<file path="src/rtl/fcst_pkg.sv">
`default_nettype none

package fcst_pkg;

  typedef logic [4:0] state_t;

  typedef struct packed {
    logic       mode;
    logic [9:0] flow_index;
    logic       is_response;
    logic [3:0] tcp_flags;
    state_t     set_state;
  } in_t;

  typedef struct packed {
    state_t prior_state;
    state_t updated_state;
    logic   hard_timeout;
    logic   known_entry;
  } out_t;

  // Event kinds carried in the mode field.
  localparam logic MODE_PACKET = 1'b0;
  localparam logic MODE_SET    = 1'b1;

  // Stored state codes that the logic tests by name.
  localparam state_t ST_ESTAB     = 5'd3;
  localparam state_t ST_TCP_LIMIT = 5'd10;
  localparam state_t ST_UDP_INIT  = 5'd13;
  localparam state_t ST_UDP_ESTAB = 5'd14;
  localparam state_t ST_NT_FIRST  = 5'd13;
  localparam state_t ST_NT_LIMIT  = 5'd17;

  // Flag patterns, bit3 SYN, bit2 ACK, bit1 FIN, bit0 RST.
  localparam logic [3:0] FLAGS_SYN     = 4'h8;
  localparam logic [3:0] FLAGS_SYN_ACK = 4'hC;
  localparam logic [3:0] FLAGS_FIN     = 4'h2;
  localparam logic [3:0] FLAGS_FIN_ACK = 4'h6;
  localparam logic [3:0] FLAGS_ACK     = 4'h4;
  localparam logic [3:0] FLAGS_RST     = 4'h1;
  localparam logic [3:0] FLAGS_RST_ACK = 4'h5;
  localparam logic [3:0] FLAGS_NONE    = 4'h0;

  // Rows of the TCP transition table.
  localparam logic [2:0] PAT_SYN     = 3'd0;
  localparam logic [2:0] PAT_SYN_ACK = 3'd1;
  localparam logic [2:0] PAT_FIN     = 3'd2;
  localparam logic [2:0] PAT_FIN_ACK = 3'd3;
  localparam logic [2:0] PAT_ACK     = 3'd4;
  localparam logic [2:0] PAT_RST     = 3'd5;
  localparam logic [2:0] PAT_RST_ACK = 3'd6;
  localparam logic [2:0] PAT_NONE    = 3'd7;

  // Indexed by direction, pattern row and current TCP state.
  localparam state_t TCP_NEXT [2][8][10] = '{
    '{
      '{5'd1, 5'd1, 5'd2, 5'd3, 5'd4, 5'd5, 5'd6, 5'd1, 5'd1, 5'd9},
      '{5'd0, 5'd1, 5'd2, 5'd3, 5'd4, 5'd5, 5'd10, 5'd7, 5'd8, 5'd2},
      '{5'd0, 5'd1, 5'd4, 5'd4, 5'd6, 5'd6, 5'd6, 5'd7, 5'd8, 5'd9},
      '{5'd0, 5'd1, 5'd4, 5'd4, 5'd6, 5'd6, 5'd6, 5'd7, 5'd8, 5'd9},
      '{5'd3, 5'd1, 5'd3, 5'd3, 5'd5, 5'd5, 5'd7, 5'd7, 5'd8, 5'd9},
      '{5'd0, 5'd8, 5'd8, 5'd8, 5'd8, 5'd8, 5'd8, 5'd8, 5'd8, 5'd8},
      '{5'd0, 5'd8, 5'd8, 5'd8, 5'd8, 5'd8, 5'd8, 5'd8, 5'd8, 5'd8},
      '{5'd0, 5'd1, 5'd2, 5'd3, 5'd4, 5'd5, 5'd6, 5'd7, 5'd8, 5'd9}
    },
    '{
      '{5'd0, 5'd9, 5'd2, 5'd3, 5'd4, 5'd5, 5'd6, 5'd1, 5'd8, 5'd9},
      '{5'd0, 5'd2, 5'd2, 5'd3, 5'd4, 5'd5, 5'd6, 5'd7, 5'd8, 5'd2},
      '{5'd0, 5'd1, 5'd4, 5'd4, 5'd6, 5'd6, 5'd6, 5'd7, 5'd8, 5'd9},
      '{5'd0, 5'd1, 5'd4, 5'd4, 5'd6, 5'd6, 5'd6, 5'd7, 5'd8, 5'd9},
      '{5'd0, 5'd1, 5'd2, 5'd3, 5'd5, 5'd5, 5'd7, 5'd7, 5'd8, 5'd9},
      '{5'd0, 5'd8, 5'd8, 5'd8, 5'd8, 5'd8, 5'd8, 5'd8, 5'd8, 5'd8},
      '{5'd0, 5'd8, 5'd8, 5'd8, 5'd8, 5'd8, 5'd8, 5'd8, 5'd8, 5'd8},
      '{5'd0, 5'd1, 5'd2, 5'd3, 5'd4, 5'd5, 5'd6, 5'd7, 5'd8, 5'd9}
    }
  };

  // Indexed by direction and the state's offset from the first UDP state.
  localparam state_t NONTCP_NEXT [2][4] = '{
    '{5'd13, 5'd14, 5'd15, 5'd16},
    '{5'd14, 5'd14, 5'd16, 5'd16}
  };

endpackage

`default_nettype wire

</file>
<file path="src/rtl/fcst_next.sv">
`default_nettype none

module fcst_next (
  input  wire fcst_pkg::in_t    item,
  input  wire fcst_pkg::state_t cur_state,
  output fcst_pkg::out_t        res
);

  import fcst_pkg::*;

  logic [2:0] pat;
  logic       pat_ok;
  logic [1:0] nt_offset;
  state_t     next_st;
  logic       known;
  logic       hard;

  always_comb begin
    pat    = PAT_NONE;
    pat_ok = 1'b1;
    unique case (item.tcp_flags)
      FLAGS_SYN:     pat = PAT_SYN;
      FLAGS_SYN_ACK: pat = PAT_SYN_ACK;
      FLAGS_FIN:     pat = PAT_FIN;
      FLAGS_FIN_ACK: pat = PAT_FIN_ACK;
      FLAGS_ACK:     pat = PAT_ACK;
      FLAGS_RST:     pat = PAT_RST;
      FLAGS_RST_ACK: pat = PAT_RST_ACK;
      FLAGS_NONE:    pat = PAT_NONE;
      default:       pat_ok = 1'b0;
    endcase
  end

  assign nt_offset = 2'(cur_state - ST_NT_FIRST);

  always_comb begin
    next_st = cur_state;
    known   = 1'b0;
    hard    = 1'b0;
    if (item.mode == MODE_SET) begin
      next_st = item.set_state;
    end else begin
      if ((cur_state < ST_TCP_LIMIT) && pat_ok) begin
        next_st = TCP_NEXT[item.is_response][pat][cur_state[3:0]];
        known   = 1'b1;
      end else if ((cur_state >= ST_NT_FIRST) && (cur_state < ST_NT_LIMIT) &&
                   (item.tcp_flags == FLAGS_NONE)) begin
        next_st = NONTCP_NEXT[item.is_response][nt_offset];
        known   = 1'b1;
      end
      // Established and UDP states always refresh on idle.
      if ((next_st == ST_ESTAB) || (next_st == ST_UDP_INIT) || (next_st == ST_UDP_ESTAB)) begin
        hard = 1'b0;
      end else begin
        hard = (next_st == cur_state);
      end
    end
  end

  assign res = '{prior_state: cur_state, updated_state: next_st,
                 hard_timeout: hard, known_entry: known};

endmodule

`default_nettype wire

</file>
<file path="config.mk">
export PLATFORM = sky130hd
export DESIGN_NAME = fcst_next
export DESIGN_NICKNAME = d
export VERILOG_FILES = /design/src/rtl/fcst_pkg.sv /design/src/rtl/fcst_next.sv
export SDC_FILE = /design/constraint.sdc
export NUM_CORES = 1
export LEC_CHECK = 0
export BUFFER_PORTS_ARGS = -buffer_cell sky130_fd_sc_hd__clkbuf_2
export CORE_ASPECT_RATIO = 1.2
export CORE_MARGIN = 2
export CORE_UTILIZATION = 53
export DETAILED_ROUTE_END_ITERATION = 10
export PLACE_DENSITY = 0.94
export SKIP_LAST_GASP = 1
export SLEW_MARGIN = 20
export SYNTH_ARGS = -nofsm -noshare
export SYNTH_HDL_FRONTEND = slang
export SYNTH_SLANG_ARGS = --single-unit
</file>
<file path="constraint.sdc">
create_clock -name vclk -period 3.2
set_clock_uncertainty 0.15 [all_clocks]
set_input_delay 0 -clock vclk [all_inputs]
set_output_delay 0 -clock vclk [all_outputs]
set_load 0.01 [all_outputs]
</file>
==> summary.md <==
| Metric | Value |
|---|---|
| Fmax | `0.345 GHz` |
| Largest net degree at the start of global routing | `20` |
| Status | `completed` |
| RSZ-0062 raised after global routing | `false` |
| Worst VDD drop | `0.0747 mV` |
| Routed Antenna Nets | `0` |
| Dpl cells | `between 150 and 200` |
| Boundary pin count | `38` |
| Library cells used by synthesis | `57` |
| Final Hold Fails | `0` |
| Effective utilization at floorplan | `57.1%` |
| GPL Wtd Cong | `just under 0.9` |
| Crit path max fanout | `7` |
| Vias in the first global route | `1196` |
| Final Cycle Share | `90.6%` |
| Post-CTS setup buffer count | `0` |
| Cell Area, Synth | `around 1100 um^2` |
| Top cells by area, synth | `ha_1 (5.9%), buf_4 (5.7%), nor2_1 (5.3%)` |
| Residual DRC count | `0` |
| Worst endpoint data arrival time | `around 2.8 ns` |
| Layout cells sized above 1 | `between 30% and 40%` |
| Post-Syn Instances | `155` |
| Synth top area share | `5.92%` |
| Avg WL per Cell | `around 16 um` |
| Total gr overflow | `0` |
| Layout clock buffers | `0` |
| Seq/Total Area, Yosys | `0%` |
| Worst relative slew slack | `between 60% and 70%` |
| Tightest hold margin | `0.166 ns` |
| Overall die width | `~45 um` |
| Hold Path Stages | `2` |
| Multi-input gate area | `935 um^2` |
| Post-CTS sizing | `0` |
| Post-CTS Hold Buffers | `0` |
| Pins Over Slew Limit | `0` |
| Layout fillers | `146` |
| Layout Nets | `approximately 200` |
| Crit end category | `output port` |
| Vias/cell | `6.90` |
| Vias post-DR | `roughly 1300` |
| Area Overhead vs Synth | `9.94%` |
| Global-route wire length before repair | `between 4000 and 5000 um` |
| DRT Wirelength | `3010 um` |
| Yosys warns | `0` |
| # setup viols final | `0` |
| Combinational share of power | `100.0%` |
| Pleak | `0.509 nW` |
| Rows | `17` |
| First-iteration detailed-routing DRC count | `87` |
| Seq pwr share | `0%` |
| Port Buffer Count | `28` |
| MaxCap Viol Count | `0` |
| Worst-Margin Slew | `0.506 ns` |
| Non-filler cells, final | `187` |
| Critical Path RT | `3.05 ns` |
| Clk pwr share | `0%` |
| GRT Overall Usage | `between 20% and 30%` |
| CP Class | `input pin to output port` |
| Die height | `52.9 um` |
| Syn_nets | `186` |
| Syn_area_per_cell | `about 6.8 um^2` |
| Reg area | `0 um^2` |
| NetSw | `102 uW` |
| DP HPWL | `2310 um` |
| Hold Crit Class | `input pin to output port` |
| Initial antenna violation count | `0` |
| Int Pwr | `75.1 uW` |
| Diodes inserted | `0` |
| Kind of start point of the critical path | `input pin` |
| First-pass DRT Iterations | `4` |
| Setup TNS | `0 ns` |
| Die area | `2370 um^2` |
| Net Sw Frac | `57.5%` |
| Seq_cells | `0` |
| Crit path time final | `around 2.9 ns` |
| Core Footprint | `1850 um^2` |
| Pwr per Cell Area | `about 150 nW/um^2` |
| Yosys top cell by area | `ha_1` |
[worst max-delay path, stage by stage]
cell       delay [ns]
clkbuf_2         0.14
nand2b_1         0.18
o21a_1           0.19
a2bb2oi_2        0.18
inv_1            0.06
ha_2             0.34
o21bai_1         0.17
a22oi_1          0.22
a22oi_1          0.13
a21bo_2          0.24
a211oi_1         0.26
a21oi_1          0.09
a2111oi_2        0.22
o211a_1          0.19
clkbuf_2         0.12
[layer usage]
metal  global-route usage (%)  wire [um]  vias up
li1                         -          -      615
met1                     31.5       1170      584
met2                     49.3       1560       82
met3                     1.37        228       10
met4                     8.33         55        0
met5                        0          0        -
[Yosys cell counts, types with 5 or more instances]
library cell and instances:
clkbuf_1 9, buf_4 8, nor2_1 15, inv_1 5
a21oi_1 5, nand2_1 5, ha_1 5, o21ai_0 10
[cells in the final DEF, fill, tap and decap left out, types with 2 or more instances in the layout]
master | netlist | layout
a31oi_1 | 2 | 2
or4_4 | 2 | 2
a21oi_1 | 5 | 5
a211oi_1 | 2 | 2
nor2_1 | 15 | 15
a32oi_1 | 2 | 2
and2_1 | 2 | 2
nor4_1 | 4 | 4
ha_1 | 5 | 4
nor3_1 | 4 | 4
o211a_1 | 2 | 2
a21o_1 | 2 | 2
nand2b_1 | 4 | 4
clkbuf_2 | 0 | 28
o21ai_0 | 10 | 10
xor2_1 | 3 | 3
o211ai_1 | 2 | 2
mux2i_1 | 2 | 2
or3_1 | 2 | 2
and3_1 | 4 | 4
o21a_1 | 3 | 3
nand3_1 | 2 | 2
o32ai_1 | 2 | 2
or2_2 | 3 | 3
nand2_1 | 5 | 5
buf_4 | 8 | 6
o31ai_1 | 2 | 2
a22oi_1 | 2 | 2
mux2_2 | 4 | 4
a21bo_2 | 2 | 2
nor2b_1 | 4 | 4
inv_1 | 5 | 5
o21bai_1 | 3 | 3
[area by class of cell]
class                      count  area share (%)
inverter                       5            1.61
multi-input combinational    129            80.4
tap                           19            2.05
timing repair buffer          34            15.9
[final timing paths]
path | end | from
setup / recovery | res[1] | item[8]
hold / removal | res[11] | cur_state[4]
[power groups by stage]
stage,logic (mW),clock network [mW],registers [mW]
finish,0.177,0,0
global route,0.193,0,0
CTS,0.169,0,0
detailed placement,0.168,0,0
global placement,0.160,0,0
floorplan,0.127,0,0
[metrics by stage]
step                      power, mW  area [um^2]  worst slack (ns)  utilization (%)
final                         0.177         1160             0.299             62.8
after global routing          0.193         1160            0.0373             62.8
after CTS                     0.169         1150            0.0467             62.0
after detailed placement      0.168         1150            0.0731             62.0
after global placement        0.160         1150             0.181             62.0
after floorplan               0.127         1060             0.324                -
[cells by family after synthesis]
logic type,share of synthesized area (%)
XOR/XNOR,3.31
multiplexers,6.15
AO/OA/AOI/OAI,39.8
adder cells (fa/ha/maj),6.98
buffers and inverters,13.0
AND/OR/NAND/NOR,30.8
(Power assumes the default switching activity.)
